## config.mk

```make
export PLATFORM = sky130hd
export DESIGN_NAME = nibble_frequency_string_packer
export DESIGN_NICKNAME = d
export VERILOG_FILES = /design/src/rtl/nfsp_pkg.sv /design/src/rtl/nfsp_out_fifo.sv /design/src/rtl/nibble_frequency_string_packer.sv
export SDC_FILE = /design/constraint.sdc
export NUM_CORES = 1
export LEC_CHECK = 0
export BUFFER_PORTS_ARGS = -buffer_cell sky130_fd_sc_hd__buf_2
export CORE_MARGIN = 1
export CORE_UTILIZATION = 45
export CTS_CLUSTER_SIZE = 40
export DETAILED_ROUTE_END_ITERATION = 16
export GPL_ROUTABILITY_DRIVEN = 0
export PLACE_DENSITY = 0.67
export SETUP_SLACK_MARGIN = 0.2
export SYNTH_ARGS = -nofsm -noshare
export SYNTH_HDL_FRONTEND = slang
export SYNTH_SLANG_ARGS = --single-unit
```

## constraint.sdc

```tcl
create_clock -name clk -period 5.1 [get_ports clk]
set_input_delay 0.255 -clock clk [delete_from_list [all_inputs] [get_ports clk]]
set_output_delay 0.255 -clock clk [all_outputs]
set_load 0.02 [all_outputs]
```

## src/rtl/nfsp_pkg.sv

```systemverilog
// Package for the nibble frequency string packer: modes, code kinds,
// result and queue-push types shared by the top level and its output queue.
// No dependencies.
package nfsp_pkg;

  // Item modes (carried on in_tuser)
  localparam logic [1:0] MODE_LOAD   = 2'd0;
  localparam logic [1:0] MODE_ENCODE = 2'd1;
  localparam logic [1:0] MODE_END    = 2'd2;

  // Code kinds stored in the table
  localparam logic [1:0] KIND_NONE  = 2'd0;
  localparam logic [1:0] KIND_ONE   = 2'd1;
  localparam logic [1:0] KIND_THREE = 2'd2;

  localparam logic [3:0] ESCAPE_NIBBLE = 4'hF;

  // Output queue geometry
  localparam int unsigned QDEPTH = 4;
  localparam int unsigned QPTR_W = $clog2(QDEPTH);
  localparam int unsigned QCNT_W = $clog2(QDEPTH + 1);

  // Table entry: kind in the top two bits, code value below
  typedef struct packed {
    logic [1:0] kind;
    logic [6:0] value;
  } entry_t;

  // One result item
  typedef struct packed {
    logic [7:0] out_byte;
    logic       string_done;
    logic       unmapped_error;
  } res_t;

  // Results handed to the output queue in one cycle (0, 1 or 2)
  typedef struct packed {
    logic [1:0] cnt;
    res_t       r0;
    res_t       r1;
  } push_t;

endpackage

```

## src/rtl/nfsp_out_fifo.sv

```systemverilog
// Output queue of the packer: takes up to two results a cycle, drives the
// result stream from its head entry. Depends on nfsp_pkg.
module nfsp_out_fifo (
  input  logic           clk,
  input  logic           rst_n,
  input  nfsp_pkg::push_t push,
  output logic           room,        // space for two more results
  output logic           out_tvalid,
  input  logic           out_tready,
  output nfsp_pkg::res_t head
);

  nfsp_pkg::res_t                 mem_r [nfsp_pkg::QDEPTH];
  logic [nfsp_pkg::QPTR_W-1:0]    wr_ptr_r, wr_ptr_nxt;
  logic [nfsp_pkg::QPTR_W-1:0]    rd_ptr_r, rd_ptr_nxt;
  logic [nfsp_pkg::QCNT_W-1:0]    count_r, count_nxt;
  logic                           pop;

  assign out_tvalid = (count_r != '0);
  assign head       = mem_r[rd_ptr_r];
  assign pop        = out_tvalid && out_tready;
  assign room       = (count_r <= nfsp_pkg::QCNT_W'(nfsp_pkg::QDEPTH - 2));

  // Pointer and fill-level bookkeeping
  always_comb begin
    wr_ptr_nxt = wr_ptr_r + nfsp_pkg::QPTR_W'(push.cnt);
    rd_ptr_nxt = rd_ptr_r + nfsp_pkg::QPTR_W'(pop);
    count_nxt  = count_r + nfsp_pkg::QCNT_W'(push.cnt) - nfsp_pkg::QCNT_W'(pop);
  end

  always_ff @(posedge clk) begin
    if (!rst_n) begin
      wr_ptr_r <= '0;
      rd_ptr_r <= '0;
      count_r  <= '0;
    end else begin
      wr_ptr_r <= wr_ptr_nxt;
      rd_ptr_r <= rd_ptr_nxt;
      count_r  <= count_nxt;
    end
  end

  // Storage: first result at the write pointer, second one after it
  always_ff @(posedge clk) begin
    if (push.cnt != 2'd0) begin
      mem_r[wr_ptr_r] <= push.r0;
    end
    if (push.cnt == 2'd2) begin
      mem_r[wr_ptr_r + nfsp_pkg::QPTR_W'(1)] <= push.r1;
    end
  end

endmodule

```

## src/rtl/nibble_frequency_string_packer.sv

```systemverilog
// Top level of the nibble frequency string packer: code table, nibble
// packing stage and output queue. Depends on nfsp_pkg and nfsp_out_fifo.
//
// Takes one item per clock while in_tready is high. An item is registered
// together with its code table read on the cycle it is accepted. When the
// four-entry output queue has room for two results, the stage register is
// packed and its zero, one or two result bytes are written to the queue,
// whose fill count then raises out_tvalid.
// in_tready drops only while that queue lacks space for two results, so
// sustained input is bounded by the output rate in results: items that yield
// two bytes (three-nibble codes in a high nibble, string ends with a nonzero
// pending nibble) take two queue entries. The table holds CHARSET_SIZE
// entries with one valid flop each, cleared by reset, so no clearing pass is
// needed.
module nibble_frequency_string_packer #(
  parameter int unsigned CHARSET_SIZE = 128
) (
  input  logic        clk,
  input  logic        rst_n,
  input  logic        in_tvalid,
  output logic        in_tready,
  input  logic [15:0] in_tdata,   // [6:0] character, [8:7] code_kind, [15:9] code_value
  input  logic [1:0]  in_tuser,   // [1:0] mode
  output logic        out_tvalid,
  input  logic        out_tready,
  output logic [7:0]  out_tdata,  // [7:0] out_byte
  output logic        out_tlast,  // string_done
  output logic        out_tuser   // [0] unmapped_error
);

  localparam int unsigned IDX_W = (CHARSET_SIZE > 1) ? $clog2(CHARSET_SIZE) : 1;

  // Input fields
  logic [6:0]       character;
  logic [1:0]       code_kind;
  logic [6:0]       code_value;
  logic [1:0]       mode;
  logic [IDX_W-1:0] idx;
  logic             in_range;
  logic             accept;

  assign character  = in_tdata[6:0];
  assign code_kind  = in_tdata[8:7];
  assign code_value = in_tdata[15:9];
  assign mode       = in_tuser;
  assign idx        = IDX_W'(character);
  assign in_range   = ({2'b00, character} < 9'(CHARSET_SIZE));
  assign accept     = in_tvalid && in_tready;

  // Code table and its valid flags
  nfsp_pkg::entry_t         table_mem [CHARSET_SIZE];
  logic [CHARSET_SIZE-1:0]  tvalid_r;
  logic                     tbl_wr;

  assign tbl_wr = accept && (mode == nfsp_pkg::MODE_LOAD) && in_range;

  always_ff @(posedge clk) begin
    if (!rst_n) begin
      tvalid_r <= '0;
    end else if (tbl_wr) begin
      tvalid_r[idx] <= 1'b1;
    end
  end

  // Stage register: mode, table read data and hit flag
  logic             s1_valid_r, s1_valid_nxt;
  logic [1:0]       s1_mode_r;
  logic             s1_hit_r;
  nfsp_pkg::entry_t s1_entry_r;
  logic             s1_go;
  logic             room;

  always_ff @(posedge clk) begin
    if (tbl_wr) begin
      table_mem[idx] <= '{kind: code_kind, value: code_value};
    end
    if (accept) begin
      s1_entry_r <= table_mem[idx];
      s1_hit_r   <= in_range && tvalid_r[idx];
      s1_mode_r  <= mode;
    end
  end

  assign s1_go     = s1_valid_r && room;
  assign in_tready = !s1_valid_r || room;

  always_comb begin
    s1_valid_nxt = s1_valid_r;
    if (accept) begin
      s1_valid_nxt = 1'b1;
    end else if (s1_go) begin
      s1_valid_nxt = 1'b0;
    end
  end

  // Packing state
  logic       pend_r, pend_nxt;
  logic [3:0] nib_r, nib_nxt;
  nfsp_pkg::push_t  push;
  nfsp_pkg::entry_t ent;

  always_ff @(posedge clk) begin
    if (!rst_n) begin
      s1_valid_r <= 1'b0;
      pend_r     <= 1'b0;
      nib_r      <= 4'd0;
    end else begin
      s1_valid_r <= s1_valid_nxt;
      if (s1_go) begin
        pend_r <= pend_nxt;
        nib_r  <= nib_nxt;
      end
    end
  end

  // Nibble merge for the staged item
  always_comb begin
    ent      = s1_hit_r ? s1_entry_r : '0;
    pend_nxt = pend_r;
    nib_nxt  = nib_r;
    push     = '0;
    case (s1_mode_r)
      nfsp_pkg::MODE_ENCODE: begin
        case (ent.kind)
          nfsp_pkg::KIND_ONE: begin
            if (!pend_r) begin
              pend_nxt = 1'b1;
              nib_nxt  = ent.value[3:0];
            end else begin
              push.cnt = 2'd1;
              push.r0  = '{out_byte: {ent.value[3:0], nib_r},
                           string_done: 1'b0, unmapped_error: 1'b0};
              pend_nxt = 1'b0;
              nib_nxt  = 4'd0;
            end
          end
          nfsp_pkg::KIND_THREE: begin
            if (!pend_r) begin
              // escape in the low nibble, code high bits above it
              push.cnt = 2'd1;
              push.r0  = '{out_byte: {1'b0, ent.value[6:4], nfsp_pkg::ESCAPE_NIBBLE},
                           string_done: 1'b0, unmapped_error: 1'b0};
              pend_nxt = 1'b1;
              nib_nxt  = ent.value[3:0];
            end else begin
              // escape completes the byte, code follows whole
              push.cnt = 2'd2;
              push.r0  = '{out_byte: {nfsp_pkg::ESCAPE_NIBBLE, nib_r},
                           string_done: 1'b0, unmapped_error: 1'b0};
              push.r1  = '{out_byte: {1'b0, ent.value},
                           string_done: 1'b0, unmapped_error: 1'b0};
              pend_nxt = 1'b0;
              nib_nxt  = 4'd0;
            end
          end
          default: begin
            push.cnt = 2'd1;
            push.r0  = '{out_byte: 8'd0, string_done: 1'b0, unmapped_error: 1'b1};
          end
        endcase
      end
      nfsp_pkg::MODE_END: begin
        if (pend_r && (nib_r != 4'd0)) begin
          push.cnt = 2'd2;
          push.r0  = '{out_byte: {4'd0, nib_r}, string_done: 1'b0, unmapped_error: 1'b0};
          push.r1  = '{out_byte: 8'd0, string_done: 1'b1, unmapped_error: 1'b0};
        end else begin
          push.cnt = 2'd1;
          push.r0  = '{out_byte: 8'd0, string_done: 1'b1, unmapped_error: 1'b0};
        end
        pend_nxt = 1'b0;
        nib_nxt  = 4'd0;
      end
      default: begin
        push.cnt = 2'd0;
      end
    endcase
    if (!s1_go) begin
      push.cnt = 2'd0;
    end
  end

  // Output queue
  nfsp_pkg::res_t head;

  nfsp_out_fifo u_out_fifo (
    .clk        (clk),
    .rst_n      (rst_n),
    .push       (push),
    .room       (room),
    .out_tvalid (out_tvalid),
    .out_tready (out_tready),
    .head       (head)
  );

  assign out_tdata = head.out_byte;
  assign out_tlast = head.string_done;
  assign out_tuser = head.unmapped_error;

endmodule

```

==> flow_metrics.env <==
export IMPL_outcome="finished, violations left"
export IMPL_violations="design-rule violations"
export IMPL_hold_viol_final=0
export IMPL_grt_ovfl_total=0
export IMPL_dieArea_um2=117000
export IMPL_port_buffers=33
export IMPL_grt_pass1_wl_mm=177
export IMPL_max_clock_path_buffers=3
export IMPL_post_route_cells_drive_above_1_share_pct=29.5
export IMPL_ant_nets=0
export IMPL_period_share_pct=70.5
export IMPL_finalNetCount=2591
export IMPL_syn_to_final_growth_pct=13.0
export IMPL_worst_pin_slew_ns=1.32
export IMPL_synth_area_leader_cell="edfxtp_1"
export IMPL_clk_pin_slew_worst_paths_ns=0.06
export IMPL_hp_class="in -> reg"
export IMPL_worst_setup_path_end_kind="flip-flop"
export IMPL_fp_dieW_um=342
export IMPL_regArea_um2=38900
export IMPL_initial_core_util_pct=45.5
export IMPL_worstReg2RegStart="s1_hit_r$_DFFE_PP_"
export IMPL_grt_start_max_net_pins=119
export IMPL_cts_root_buffer="clkbuf_16"
export IMPL_cts_made_buffers=134
export IMPL_yosysSeqAreaShare_pct=74.6
export IMPL_rsz0062_at_grt="no"
export IMPL_synth_seq_cells=1345
export IMPL_crit_path_start_kind="flip-flop"
export IMPL_cts_tree="done"
export IMPL_grt_pass1_vias=25600
export IMPL_avgViaCountPerCell=6.06
export IMPL_fp_row_count=124
export IMPL_fill_cells=8722
export IMPL_skew_ns=0.0260
export IMPL_p_leak_nw=18.5
export IMPL_wirelength_mm=122
export IMPL_synth_cell_area_um2=52200
export IMPL_io_pins=34
export IMPL_yosys_top_cells_count="edfxtp_1 (1196), mux4_2 (430), dfxtp_1 (149), nor2_1 (134), o21a_1 (128)"
export IMPL_grt_util_all_layers_pct=21.0
export IMPL_crit_type="reg -> reg"
export IMPL_arrival_ns=3.98
export IMPL_vias=25400
export IMPL_synth_warnings=0
export IMPL_synthMostInstantiatedCell="edfxtp_1"
export IMPL_cts_htree_levels=4
export IMPL_drcViolationCount=3
export IMPL_maxCapViolCount=0
export IMPL_cp_max_fo=12
export IMPL_fmax_ghz=0.278
export IMPL_p_total_mw=22.7
export IMPL_relSlewSlack_pct=11.8
export IMPL_synth_flop_cell="edfxtp_1"
export IMPL_coreArea_um2=115000
export IMPL_routedWlPerCell_um=29.1
export IMPL_post_cts_setup_buffers=0
export IMPL_drt_iter0_drc=2934
export IMPL_syn_area_per_cell_um2=21.6
export IMPL_slew_viol_final=0
export IMPL_synth_fp_nets=2447
export IMPL_synth_area_top_cells="edfxtp_1 (69%), mux4_2 (19%), dfxtp_1 (5.7%)"
export IMPL_synth_edf_count=1196
export IMPL_worstPathRequired_ns=5.49
export IMPL_fin_crit_ns=3.59
export IMPL_p_per_area_nw_per_um2=385
export IMPL_tns_ns=0
export IMPL_dp_hpwl_mm=72.7
export IMPL_synth_distinct_cells=53
export IMPL_crit_start="s1_hit_r$_DFFE_PP_"
export IMPL_cts_sinks=1345
export IMPL_async_reset_ff_share_pct=0
export IMPL_synth_cells=2414
export IMPL_synth_top_area_share_pct=68.8
export IMPL_ir_drop_uv=295
export IMPL_rrSetupSlack_ns=1.51
export IMPL_setup_viol=0
export IMPL_min_from="in_tdata[8]"
export IMPL_dr_pass1_iters=11
export IMPL_antenna_found_initial=17
export IMPL_multi_input_area_um2=12600
export IMPL_fp_dieH_um=342
export IMPL_cts_resized=0
export IMPL_clkLatencyLatePin_ns=0.75
-- timing repair --
item / in CTS / in global routing
hold buffers: 7 / 0
endpoints found under the setup margin: 0 / 0
endpoints found under the hold margin: 56 / 0
-- critical path, cell delays in order (launching register included) --
cell	delay (ns)
edfxtp_1	0.72
nand2_1	0.20
ha_1	0.32
mux2_2	0.29
o21ai_1	0.53
and2_1	0.38
nand3_1	0.35
nand2_1	0.44
-- per-stage QoR --
stage                     hold slack [ns]  utilization [%]  instances  worst slack, ns  area [um^2]
after floorplan                     0.354                -       2414             2.19        52200
after global placement              0.441             47.7       3927             1.27        54700
after detailed placement            0.448             47.7       3927             1.28        54700
after CTS                          0.0480             51.4       4181             1.65        58900
after global routing               0.0724             51.4       4182             1.33        58900
final                              0.0682             51.4       4182             1.51        58900
-- power by group --
group | switching [mW] | internal, mW
registers | 0.0738 | 12.0
logic | 0.730 | 0.506
clock network | 4.13 | 5.26
total | 4.93 | 17.8
-- area by class of cell --
cell class                      instances  area share (%)
Clock buffer                          181            6.23
Inverter                               20           0.127
Tap cell                             1512            3.21
Antenna cell                            1         0.00425
Timing Repair Buffer                  149            2.10
Clock inverter                         66           0.911
Multi-Input combinational cell        908            21.4
Sequential cell                      1345            66.0
-- metal layers --
| metal | track usage [%] | vias up | share of wire (%) | wire [um] |
|---|---|---|---|---|
| li1 | - | 10400 | - | - |
| met1 | 29.5 | 13500 | 40 | 48700 |
| met2 | 32.9 | 1246 | 48 | 58500 |
| met3 | 5.10 | 182 | 9.3 | 11300 |
| met4 | 6.03 | 10 | 2.4 | 2950 |
| met5 | 0 | - | 0.055 | 67 |
-- path summary, 6_finish.rpt --
check                                     end  cells after the start
min reg2reg         tvalid_r[66]$_SDFFE_PN0P_                      1
min                table_mem[94][8]$_DFFE_PP_                      1
max          u_out_fifo.mem_r[3][7]$_DFFE_PP_                      7
max reg2reg  u_out_fifo.mem_r[3][7]$_DFFE_PP_                      7
-- flip-flops by register name, summed over array words and instances, names as in the netlist --
| name | flops |
|---|---|
| table_mem | 1152 |
| tvalid_r | 128 |
| u_out_fifo.mem_r | 40 |
| s1_entry_r | 9 |
| nib_r | 4 |
| u_out_fifo.count_r | 3 |
| s1_mode_r | 2 |
| u_out_fifo.rd_ptr_r | 2 |
| u_out_fifo.wr_ptr_r | 2 |
| pend_r | 1 |
| s1_hit_r | 1 |
| s1_valid_r | 1 |
-- layout by cell type, fill, tap and decap left out, types with 9 or more instances in the layout --
master     synthesis  routed
clkinv_1           1      22
clkbuf_8           0      10
clkbuf_1          86      35
nor2b_1           12      12
mux2_2            13      13
nand2_1           36      34
and2_1             9       9
o21a_1           128     128
buf_2             32      19
mux4_2           430     430
clkbuf_16          0     136
ha_1              10      10
clkinv_2           0      24
nor2_1           134     134
buf_4              3     109
o22ai_1           21      21
buf_12             0      10
edfxtp_1        1196    1196
inv_1             19      19
nand3_1           24      24
dfxtp_1          149     149
-- cells by family after synthesis --
logic type / synth area share (%)
xor+xnor: 0.0840
flops: 74.6
simple gates: 2.04
mux: 19.0
fa+ha+maj: 0.278
compound gates: 2.81
buf+inv: 1.27
Note: power is estimated with default switching activity, not from simulation.
